==> src/rtl/spg_pkg.sv <==
// Package for the stepper pulse generator.
// Holds the shared types, codes and constants; no dependencies.
`default_nettype none

package spg_pkg;

	// Field widths fixed by the interface
	localparam int FUNC_W   = 2;
	localparam int CHAN_W   = 3;
	localparam int WORD_W   = 16;
	localparam int LINES_W  = 6;
	localparam int CFG_IDX_W = 3;
	localparam int NUM_CFG_REGS = 6;

	// Defaults
	localparam int CHANNELS_DEF = 6;
	localparam logic [WORD_W-1:0] HALF_RESET = 16'd20;

	// Command codes
	typedef enum logic [FUNC_W-1:0] {
		FUNC_TICK = 2'd0,
		FUNC_RUN  = 2'd1,
		FUNC_STOP = 2'd2
	} func_t;

	// Channel run mode
	typedef enum logic [1:0] {
		MODE_OFF = 2'd0,
		MODE_FWD = 2'd1,
		MODE_BWD = 2'd2
	} run_mode_t;

	// Command seen by one channel for the accepted word
	typedef struct packed {
		logic              tick;
		logic              run;
		logic              stop;
		logic [WORD_W-1:0] count;
	} chan_cmd_t;

	// Channel status after the accepted word
	typedef struct packed {
		logic              step;
		logic              dir;
		logic              enable;
		logic [WORD_W-1:0] position;
		logic [WORD_W-1:0] pulses;
		logic              busy;
	} chan_stat_t;

	// One result word
	typedef struct packed {
		logic [LINES_W-1:0] step_lines;
		logic [LINES_W-1:0] dir_lines;
		logic [LINES_W-1:0] enable_lines;
		logic [WORD_W-1:0]  position;
		logic [WORD_W-1:0]  pulses_left;
		logic               busy_res;
	} res_t;

endpackage

`default_nettype wire

==> src/rtl/spg_channel.sv <==
// One step channel: half-period register, divider, pulse counter, position.
// Depends on spg_pkg.
`default_nettype none

module spg_channel (
	input  wire logic                      clk,
	input  wire logic                      arst_n,
	input  wire logic                      hp_we,
	input  wire logic [spg_pkg::WORD_W-1:0] hp_data,
	input  wire spg_pkg::chan_cmd_t        cmd,
	output spg_pkg::chan_stat_t            stat
);

	logic [spg_pkg::WORD_W-1:0] half_q;
	logic [spg_pkg::WORD_W-1:0] pulses_q, pulses_d;
	logic [spg_pkg::WORD_W-1:0] div_q, div_d;
	logic [spg_pkg::WORD_W-1:0] pos_q, pos_d;
	logic                       level_q, level_d;
	logic                       armed_q, armed_d;
	logic                       enabled_q, enabled_d;
	spg_pkg::run_mode_t         mode_q, mode_d;

	logic                       cnt_neg;
	logic                       cnt_fwd;
	logic [spg_pkg::WORD_W-1:0] cnt_mag;

	// Run request: positive runs forward, zero or negative runs backward
	assign cnt_neg = cmd.count[spg_pkg::WORD_W-1];
	assign cnt_fwd = !cnt_neg && (cmd.count != '0);
	assign cnt_mag = cnt_fwd ? cmd.count : (~cmd.count + 1'b1);

	// Next state for this word
	always_comb begin
		pulses_d  = pulses_q;
		div_d     = div_q;
		pos_d     = pos_q;
		level_d   = level_q;
		armed_d   = armed_q;
		enabled_d = enabled_q;
		mode_d    = mode_q;
		if (cmd.run) begin
			mode_d    = cnt_fwd ? spg_pkg::MODE_FWD : spg_pkg::MODE_BWD;
			div_d     = '0;
			pulses_d  = cnt_mag;
			level_d   = 1'b0;
			enabled_d = 1'b1;
			armed_d   = 1'b1;
		end else if (cmd.stop) begin
			mode_d    = spg_pkg::MODE_OFF;
			div_d     = '0;
			pulses_d  = '0;
			level_d   = 1'b0;
			enabled_d = 1'b0;
			armed_d   = 1'b0;
		end else if (cmd.tick && armed_q && (pulses_q != '0)) begin
			if (div_q != '0) begin
				div_d = div_q - 1'b1;
			end else begin
				div_d   = half_q;
				level_d = !level_q;
				// falling edge ends one pulse
				if (level_q) begin
					pulses_d = pulses_q - 1'b1;
					pos_d    = (mode_q == spg_pkg::MODE_FWD) ? pos_q + 1'b1 : pos_q - 1'b1;
				end
			end
		end
	end

	// State registers
	always_ff @(posedge clk or negedge arst_n) begin
		if (!arst_n) begin
			half_q    <= spg_pkg::HALF_RESET;
			pulses_q  <= '0;
			div_q     <= '0;
			pos_q     <= '0;
			level_q   <= 1'b0;
			armed_q   <= 1'b0;
			enabled_q <= 1'b0;
			mode_q    <= spg_pkg::MODE_OFF;
		end else begin
			if (hp_we) begin
				half_q <= hp_data;
			end
			pulses_q  <= pulses_d;
			div_q     <= div_d;
			pos_q     <= pos_d;
			level_q   <= level_d;
			armed_q   <= armed_d;
			enabled_q <= enabled_d;
			mode_q    <= mode_d;
		end
	end

	// Status after this word
	assign stat.step     = level_d;
	assign stat.dir      = (mode_d == spg_pkg::MODE_BWD);
	assign stat.enable   = enabled_d;
	assign stat.position = pos_d;
	assign stat.pulses   = pulses_d;
	assign stat.busy     = armed_d && (pulses_d != '0);

endmodule

`default_nettype wire

==> src/rtl/spg_out_buf.sv <==
// Result register with a skid stage, valid/stall on both sides.
// Depends on spg_pkg.
`default_nettype none

module spg_out_buf (
	input  wire logic          clk,
	input  wire logic          arst_n,
	input  wire logic          push,
	input  wire spg_pkg::res_t push_data,
	output logic               full,
	output logic               out_valid,
	input  wire logic          out_stall,
	output spg_pkg::res_t      out_data
);

	logic          out_vld_q;
	logic          skid_vld_q;
	spg_pkg::res_t out_q;
	spg_pkg::res_t skid_q;
	logic          pop;

	assign pop       = out_vld_q && !out_stall;
	assign full      = skid_vld_q;
	assign out_valid = out_vld_q;
	assign out_data  = out_q;

	// Valid flags
	always_ff @(posedge clk or negedge arst_n) begin
		if (!arst_n) begin
			out_vld_q  <= 1'b0;
			skid_vld_q <= 1'b0;
		end else begin
			if (pop) begin
				if (skid_vld_q) begin
					skid_vld_q <= 1'b0;
				end else begin
					out_vld_q <= push;
				end
			end else if (push) begin
				if (out_vld_q) begin
					skid_vld_q <= 1'b1;
				end else begin
					out_vld_q <= 1'b1;
				end
			end
		end
	end

	// Payload
	always_ff @(posedge clk) begin
		if (pop) begin
			if (skid_vld_q) begin
				out_q <= skid_q;
			end else if (push) begin
				out_q <= push_data;
			end
		end else if (push) begin
			if (out_vld_q) begin
				skid_q <= push_data;
			end else begin
				out_q <= push_data;
			end
		end
	end

endmodule

`default_nettype wire

==> src/rtl/stepper_pulse_generator_unit.sv <==
// Stepper pulse generator, top level.
// Depends on spg_pkg, spg_channel and spg_out_buf.
//
// Usage:
//   Input words (func, channel, step_req) use in_valid/in_stall; result
//   words use out_valid/out_stall. func TICK advances every armed channel's
//   divider, RUN arms the addressed channel, STOP clears it. Every accepted
//   word yields exactly one result: the six step, direction and enable
//   lines plus position, pulses_left and busy of the addressed channel,
//   all as they stand after that word.
//   Throughput: one word per cycle while in_stall is low; all channels
//   update in parallel in their own registers and the result is formed
//   in the same cycle, then registered. A stalled receiver is absorbed
//   by a one-word skid stage; in_stall rises only when both the result
//   register and the skid stage are full. Reset: all channels off, positions
//   zero, half periods 20, no result pending. Half-period registers are
//   written through wr_en/wr_index/wr_data while the block is idle, a rule
//   for the user, not enforced by the block; indexes 6 and 7 are ignored.
`default_nettype none

module stepper_pulse_generator_unit #(
	parameter int CHANNELS = spg_pkg::CHANNELS_DEF
) (
	input  wire logic                          clk,
	input  wire logic                          arst_n,
	// configuration
	input  wire logic                          wr_en,
	input  wire logic [spg_pkg::CFG_IDX_W-1:0] wr_index,
	input  wire logic [spg_pkg::WORD_W-1:0]    wr_data,
	// input words
	input  wire logic                          in_valid,
	output logic                               in_stall,
	input  wire logic [spg_pkg::FUNC_W-1:0]    func,
	input  wire logic [spg_pkg::CHAN_W-1:0]    channel,
	input  wire logic signed [spg_pkg::WORD_W-1:0] step_req,
	// result words
	output logic                               out_valid,
	input  wire logic                          out_stall,
	output logic [spg_pkg::LINES_W-1:0]        step_lines,
	output logic [spg_pkg::LINES_W-1:0]        dir_lines,
	output logic [spg_pkg::LINES_W-1:0]        enable_lines,
	output logic [spg_pkg::WORD_W-1:0]         position,
	output logic [spg_pkg::WORD_W-1:0]         pulses_left,
	output logic                               busy_res
);

	logic                buf_full;
	logic                in_acc;
	logic                is_tick;
	logic                is_run;
	logic                is_stop;
	spg_pkg::chan_stat_t stat [CHANNELS];
	spg_pkg::chan_stat_t sel_stat;
	logic                sel_hit;
	spg_pkg::res_t       res;
	spg_pkg::res_t       out_data;

	assign in_stall = buf_full;
	assign in_acc   = in_valid && !buf_full;

	// Command decode
	always_comb begin
		is_tick = 1'b0;
		is_run  = 1'b0;
		is_stop = 1'b0;
		case (spg_pkg::func_t'(func))
			spg_pkg::FUNC_TICK: is_tick = in_acc;
			spg_pkg::FUNC_RUN:  is_run  = in_acc;
			spg_pkg::FUNC_STOP: is_stop = in_acc;
			default: ;
		endcase
	end

	// Channels
	for (genvar c = 0; c < CHANNELS; c++) begin : g_ch
		spg_pkg::chan_cmd_t cmd;
		logic               hit;
		logic               hp_we;

		assign hit       = (32'(channel) == c);
		assign cmd.tick  = is_tick;
		assign cmd.run   = is_run && hit;
		assign cmd.stop  = is_stop && hit;
		assign cmd.count = step_req;
		assign hp_we     = wr_en && (32'(wr_index) == c) && (c < spg_pkg::NUM_CFG_REGS);

		spg_channel u_ch (
			.clk     (clk),
			.arst_n  (arst_n),
			.hp_we   (hp_we),
			.hp_data (wr_data),
			.cmd     (cmd),
			.stat    (stat[c])
		);
	end

	// Addressed channel select
	always_comb begin
		sel_stat = '0;
		sel_hit  = 1'b0;
		for (int c = 0; c < CHANNELS; c++) begin
			if (32'(channel) == c) begin
				sel_stat = stat[c];
				sel_hit  = 1'b1;
			end
		end
	end

	// Line fields cover the first six channels
	for (genvar b = 0; b < spg_pkg::LINES_W; b++) begin : g_line
		if (b < CHANNELS) begin : g_on
			assign res.step_lines[b]   = stat[b].step;
			assign res.dir_lines[b]    = stat[b].dir;
			assign res.enable_lines[b] = stat[b].enable;
		end else begin : g_off
			assign res.step_lines[b]   = 1'b0;
			assign res.dir_lines[b]    = 1'b0;
			assign res.enable_lines[b] = 1'b0;
		end
	end

	assign res.position    = sel_hit ? sel_stat.position : '0;
	assign res.pulses_left = sel_hit ? sel_stat.pulses : '0;
	assign res.busy_res    = sel_hit && sel_stat.busy;

	// Result register and skid stage
	spg_out_buf u_out (
		.clk       (clk),
		.arst_n    (arst_n),
		.push      (in_acc),
		.push_data (res),
		.full      (buf_full),
		.out_valid (out_valid),
		.out_stall (out_stall),
		.out_data  (out_data)
	);

	assign step_lines   = out_data.step_lines;
	assign dir_lines    = out_data.dir_lines;
	assign enable_lines = out_data.enable_lines;
	assign position     = out_data.position;
	assign pulses_left  = out_data.pulses_left;
	assign busy_res     = out_data.busy_res;

endmodule

`default_nettype wire

==> config.mk <==
export PLATFORM = sky130hd
export DESIGN_NAME = stepper_pulse_generator_unit
export DESIGN_NICKNAME = d
export VERILOG_FILES = /design/src/rtl/spg_pkg.sv /design/src/rtl/spg_channel.sv /design/src/rtl/spg_out_buf.sv /design/src/rtl/stepper_pulse_generator_unit.sv
export SDC_FILE = /design/constraint.sdc
export NUM_CORES = 1
export LEC_CHECK = 0
export ABC_AREA = 1
export BUFFER_PORTS_ARGS = -buffer_cell sky130_fd_sc_hd__buf_2
export CORE_MARGIN = 4
export CORE_UTILIZATION = 25
export DETAILED_ROUTE_END_ITERATION = 12
export PLACE_DENSITY_LB_ADDON = 0.05
export SLEW_MARGIN = 10
export SYNTH_ARGS = -nofsm -noshare
export SYNTH_HDL_FRONTEND = slang
export SYNTH_SLANG_ARGS = --single-unit
==> constraint.sdc <==
create_clock -name clk -period 4.1 [get_ports clk]
set_clock_uncertainty 0.15 [all_clocks]
set_input_delay 0.615 -clock clk [delete_from_list [all_inputs] [get_ports clk]]
set_output_delay 0.615 -clock clk [all_outputs]
set_load 0.05 [all_outputs]
==> results of run 1 <==
==> repair_timing <==
item                                    CTS  global route
gates resized for setup                   0             3
endpoints found under the hold margin    55             0
hold buffers                              1             0
endpoints found under the setup margin    0             3
==> through the flow <==
| stage | cell area, um2 | instances |
|---|---|---|
| 2_1_floorplan | 32880 | 4441 |
| 3_3_place_gp | 36510 | 6341 |
| 3_5_place_dp | 36520 | 6341 |
| 4_1_cts | 38970 | 6478 |
| 5_1_grt | 38970 | 6478 |
| 6_report | 38970 | 6480 |
==> cells in the final DEF, fill, tap and decap left out, drive strengths merged, types with 97 or more instances in the layout <==
master | netlist | layout
a21oi | 202 | 202
buf | 58 | 285
clkbuf | 69 | 102
dfrtp | 404 | 404
edfxtp | 102 | 102
ha | 97 | 97
inv | 535 | 538
nand2 | 1291 | 1291
nand3 | 281 | 281
nor2 | 495 | 495
o21ai | 381 | 381
xor2 | 132 | 132
==> layer usage <==
layer  GRT usage (%)  vias to the layer above  routed length [um]
met2           28.95                      558               56820
met4           4.684                        6                2655
met5               0                        -                  42
met3           2.856                      136                5692
met1           29.60                    14290               69510
li1                -                    14980                   -
==> cells by family after synthesis <==
group / count (synthesis) / synth area share, %
flip-flops: 518 / 41.02
XOR/XNOR: 166 / 4.422
AO/OA/AOI/OAI: 768 / 13.04
adder cells (fa/ha/maj): 103 / 4.056
buffers and inverters: 665 / 8.040
AND/OR/NAND/NOR: 2215 / 29.22
multiplexers: 6 / 0.1941
==> state kept, by name, indices dropped and copies added, names as in the netlist, 6 cells and up <==
signal,cells
g_ch.u_ch.level_q,6
g_ch.u_ch.half_q,96
g_ch.u_ch.pos_q,96
g_ch.u_ch.div_q,96
g_ch.u_ch.pulses_q,96
u_out.skid_q,51
g_ch.u_ch.armed_q,6
g_ch.u_ch.enabled_q,6
u_out.out_data,51
g_ch.u_ch.mode_q,12
==> path summary, 6_finish.rpt <==
kind	end	slack, ns	cells past startpoint
max in group asynchronous	g_ch[3].u_ch.pos_q[13]	2.43	4
min in group asynchronous	g_ch[0].u_ch.half_q[7]	0.35	2
setup reg to reg	u_out.out_data[23]	0.36	14
hold / removal	u_out.out_valid	0.07	3
hold reg to reg	g_ch[4].u_ch.pos_q[15]	0.31	1
setup / recovery	u_out.out_data[23]	0.36	14
==> cell type report <==
cell class                 instances  area [um2]  area share [%]
antenna                            2       5.005         0.01284
sequential                       518       13490           34.61
clock buffer                     102        2066           5.301
inverter                         538        2029           5.208
tap                             1742        2180           5.593
clock inverter                    34       372.9          0.9568
timing repair buffer             286        2054           5.272
multi-input combinational       3258       16780           43.05
==> worst register-to-register path, stage by stage, from the launching register on <==
cell	delay, ns
dfrtp_1	0.38
nor2_1	0.28
inv_1	0.23
ha_1	0.38
a21o_1	0.17
a31oi_1	0.31
o21ai_0	0.21
xnor2_1	0.17
nand2_1	0.06
o21ai_1	0.29
o21ai_0	0.27
a21oi_1	0.18
o2111ai_1	0.13
o21ai_0	0.15
a21oi_1	0.10
==> power breakdown <==
group / internal (mW) / switching (mW)
Clock: 3.81 / 2.75
Combinational: 3.56 / 7.21
Sequential: 6.78 / 1.23
==> metrics.yaml, run 1 <==
cts_num_sinks: 518
syn_area_mm2: 0.03288
synth_edf_count: 102
grt_start_max_net_pins: 68
yosys_warnings: 0
crit_slowest_cell: "dfrtp_1"
hpwl_um: 103000
endpoint_kind: "flip-flop"
slowest_delay_ns: 0.38
first_pass_iters: 5
antenna_found_initial: 8
synth_most_common_cell: "nand2_1"
critical_path.cell_chain: "nor2_1 > inv_1 > ha_1 > a21o_1 > a31oi_1 > o21ai_0 > xnor2_1 > nand2_1 > o21ai_1 > o21ai_0 > a21oi_1 > o2111ai_1 > o21ai_0 > a21oi_1"
finalCritPeriodShare_pct: 91.29
worst_slew_pin_slew_ns: 1.124
crit_top_cell: "o21ai_0"
hold_slack_ns: 0.06910
ys_seq_area_share_pct: 41.02
irDropWorstVdd_mv: 0.2966
cp-start-kind: "flip-flop"
numCtsBuffers: 73
critPathKind: "reg2reg"
finalSetupViolCount: 0
clkLatencyLatePin_ns: 0.68
worstSetupStartpoint: "g_ch[0].u_ch.mode_q[1]"
synth_cells: 4441
setup_ws_ns: 0.3569
std_cell_rows: 132
synth_top_area_share_pct: 30.75
async_flop_share_pct: 80.31
grt_pass1_vias: 29450
fin_nets: 4823
ctsHtreeMaxLevel: 3
grt_overflow: 0
die_y_um: 370.7
grt_use_total_pct: 19.53
cap_violations: 0
timing.rr.start: "g_ch[0].u_ch.mode_q[1]"
portBuffers: 97
setup_tns_ns: 0
synth_nets: 4589
gp_congestion: 0.8536
synthToLayoutAreaGrowth_pct: 18.52
cts_tree: "done"
cp_max_fo: 7
slew_violations: 0
synth_cell_types: 66
hold_violations: 0
clk_pin_slew_ns: 0.06
wl_um: 134700
drc: 0
vias: 29970
status: "finished clean"
post_cts_buffers: 0
dieArea_mm2: 0.1374
required_ns: 4.35
max-slew-margin-rel_pct: 24.55
synth_area_leaders: "dfrtp_1, nand2_1, edfxtp_1, inv_1, o21ai_0"
fill_cells: 14420
io_pins: 98
p_leak_nw: 19.23
worst_ep_arrival_time_ns: 3.99
root_buffer: "clkbuf_16"
synth_common_cells: "nand2_1, inv_1, nor2_1"
rsz0062_at_grt: "no"
via_per_inst: 4.625
hold_path_class: "in2reg"
drtIter0Drc: 2175
power_density_mw_per_mm2: 650.6
crit_family: "compound AO/OA/AOI/OAI gates"
pre_cts_slack_ns: -0.2340
die_w_um: 370.7
synth_top_area_cell: "dfrtp_1"
start_util_pct: 25.27
synthFlopType: "dfrtp_1"
avgSynthCellArea_um2: 7.404
fin_total_pwr_mw: 25.35
core_area_mm2: 0.1301
min-delay-start: "out_stall"
drive_above_1_share_pct: 12.20
min_period_ns: 3.743
synth-seq-cells: 518
clock_path_buffers: 3
utilization_pct: 29.94
fmax_mhz: 267.2
grt_pass1_wl_um: 200700
antenna_left: 0
wl_per_cell_um: 20.79
worstPathBufferInverterCount: 1
Note: power is estimated with default switching activity, not from simulation.
==> run 2: changes to the inputs <==
- MAX_ROUTING_LAYER: unset -> met4
- PLACE_DENSITY: unset -> 0.45
- PLACE_DENSITY_LB_ADDON: 0.05 -> unset
==> run 2 against run 1 <==
  * Hold slack got worse by 0.0046 ns
  * Cell count decreased by 1.1%
  * Setup slack got worse by 0.012 ns
  * Register-to-register slack improved by 0.06 ns
  * Sequential power about the same
  * Non-clock buffer count decreased by 52
  * Clock power decreased by 13%
  * Wire length decreased by 11%
  * Die area unchanged
==> metrics.yaml, run 2 (synthesis gave the netlist of run 1 again) <==
status: "finished clean"
r2r_end: "u_out.out_data[12]"
grt_pass1_vias: 28390
post_cts_buffers: 0
slowest_delay_ns: 0.45
hold_buffers: 1
irDropWorstVdd_mv: 0.3508
crit_top_cell: "nand2_1"
fmax_mhz: 266.3
critical_path.cell_chain: "buf_2 > inv_2 > ha_1 > nand3_2 > nor2_2 > nand2_1 > nand2_4 > inv_2 > buf_4 > nand2_1 > nand2_1 > inv_1 > nand2_1 > nand2_1 > a22oi_1 > o2111ai_1 > nand2_1 > a21oi_1"
reg2reg_setup_slack_ns: 0.42
antenna_found_initial: 3
hold_slack_ns: 0.06454
start_util_pct: 25.27
clk_pin_slew_ns: 0.06
p_leak_nw: 18.78
switching_power_mw: 10.61
first_pass_iters: 5
rsz0062_at_grt: "no"
finalCritPeriodShare_pct: 91.58
wl_met2_um: 52060
endpoint_kind: "flip-flop"
cap_violations: 0
highest_layer: "met4"
met3_length_um: 6593
ff2ff_path_depth: 15
wl_um: 120000
vias: 29940
numCtsBuffers: 61
critPathKind: "in2reg"
switching_share_pct: 44.25
intPower_mw: 13.36
grt_use_total_pct: 17.68
dp.cells: 6289
drive_above_1_share_pct: 10.98
cp_max_fo: 12
cts_tree: "done"
drc: 0
min_period_ns: 3.755
crit_slowest_cell: "inv_1"
final_area_mm2: 0.03820
clock_path_buffers: 3
drtIter0Drc: 2323
crit_path_end: "u_out.out_data[12]"
core_area_mm2: 0.1301
worst_slew_pin_slew_ns: 1.084
pre_cts_slack_ns: -0.1216
combPwrFrac_pct: 42.8
cp-start-kind: "primary input"
dieArea_mm2: 0.1374
power_frac_seq_pct: 33.4
fin_cells: 6409
hold_path_class: "in2reg"
ctsHtreeMaxLevel: 2
layout_common_cells: "nand2_1, inv_1, nor2_1"
via_per_inst: 4.671
grt_pass1_wl_um: 182100
max-slew-margin-rel_pct: 27.55
clock_power_share_pct: 23.8
required_ns: 4.42
grt_overflow: 0
worst_ep_arrival_time_ns: 4.08
synthToLayoutAreaGrowth_pct: 16.17
finalSetupViolCount: 0
std_cell_rows: 132
fin_total_pwr_mw: 23.97
die_w_um: 370.7
portBuffers: 97
die_y_um: 370.7
hpwl_um: 90690
worstSetupStartpoint: "step_req[0]"
setup_ws_ns: 0.3453
cts_num_sinks: 518
power_density_mw_per_mm2: 627.4
root_buffer: "clkbuf_16"
gp_congestion: 0.9494
fin_nets: 4759
placed_area_mm2: 0.03612
final_common_cell: "nand2_1"
wl_per_cell_um: 18.72
timing.rr.start: "g_ch[1].u_ch.div_q[0]"
antenna_left: 0
cts_resized: 0
hold_violations: 0
slew_violations: 0
clkLatencyLatePin_ns: 0.66
grt_start_max_net_pins: 72
io_pins: 98
drt-met1-wl_um: 58740
run 2: changes by cell type in the layout (fill, tap and decap cells not counted), sizes merged:
cell,previous run,this run
bufinv,4,5
clkinv,24,22
clkbuf,102,78
diode,2,3
inv,538,539
buf,285,233
clkinvlp,6,10
run 2: area by class of cell:
cell class / instances / area, um2
Antenna cell: 3 / 7.507
Clock buffer: 78 / 1672
Clock inverter: 38 / 387.9
Fill cell: 14370 / 91950
Inverter: 538 / 2029
Multi-Input combinational cell: 3258 / 16770
Sequential cell: 518 / 13490
Tap cell: 1742 / 2180
Timing Repair Buffer: 234 / 1664
run 2: worst max-delay path: cells and delay by family:
kind | cells | cell delay, ns
and+or+nand+nor | 9 | 1.42
adders and majority gates | 1 | 0.29
buffers and inverters | 5 | 1.09
AOI/OAI and AO/OA | 3 | 0.64
run 2: worst min-delay path by stage:
stage / startpoint / slack (ns) / endpoint / depth (start not counted)
after floorplan: arst_n / 0.17 / g_ch[0].u_ch.armed_q / 0
after global placement: g_ch[3].u_ch.pos_q[15] / 0.30 / g_ch[3].u_ch.pos_q[15] / 1
after detailed placement: g_ch[5].u_ch.pos_q[15] / 0.30 / g_ch[5].u_ch.pos_q[15] / 1
after CTS: out_stall / 0.006 / u_out.out_valid / 3
after global routing: out_stall / 0.04 / u_out.out_valid / 3
final: out_stall / 0.06 / u_out.out_valid / 3
run 2: routing by layer:
layer	global-route usage, %	vias to the layer above
met1	25.23	14280
li1	-	14850
met3	2.572	137
met4	3.735	0
met5	-	-
met2	26.57	674
run 2: per-stage QoR:
| step | util, % | setup TNS [ns] |
|---|---|---|
| 4_1_cts | 29.34 | 0 |
| 6_report | 29.35 | 0 |
| 3_5_place_dp | 27.75 | -0.1548 |
| 5_1_grt | 29.35 | 0 |
| 2_1_floorplan | - | 0 |
| 3_3_place_gp | 27.75 | -0.2898 |
run 2: power by group through the flow:
| stage | Combinational [mW] | Sequential (mW) | Clock [mW] |
|---|---|---|---|
| final | 10.3 | 8.00 | 5.70 |
| after global routing | 11.6 | 8.18 | 6.07 |
| after global placement | 10.2 | 8.09 | 0 |
| after floorplan | 6.84 | 8.28 | 0 |
| after detailed placement | 10.2 | 8.05 | 0 |
| after CTS | 10.3 | 8.00 | 5.88 |
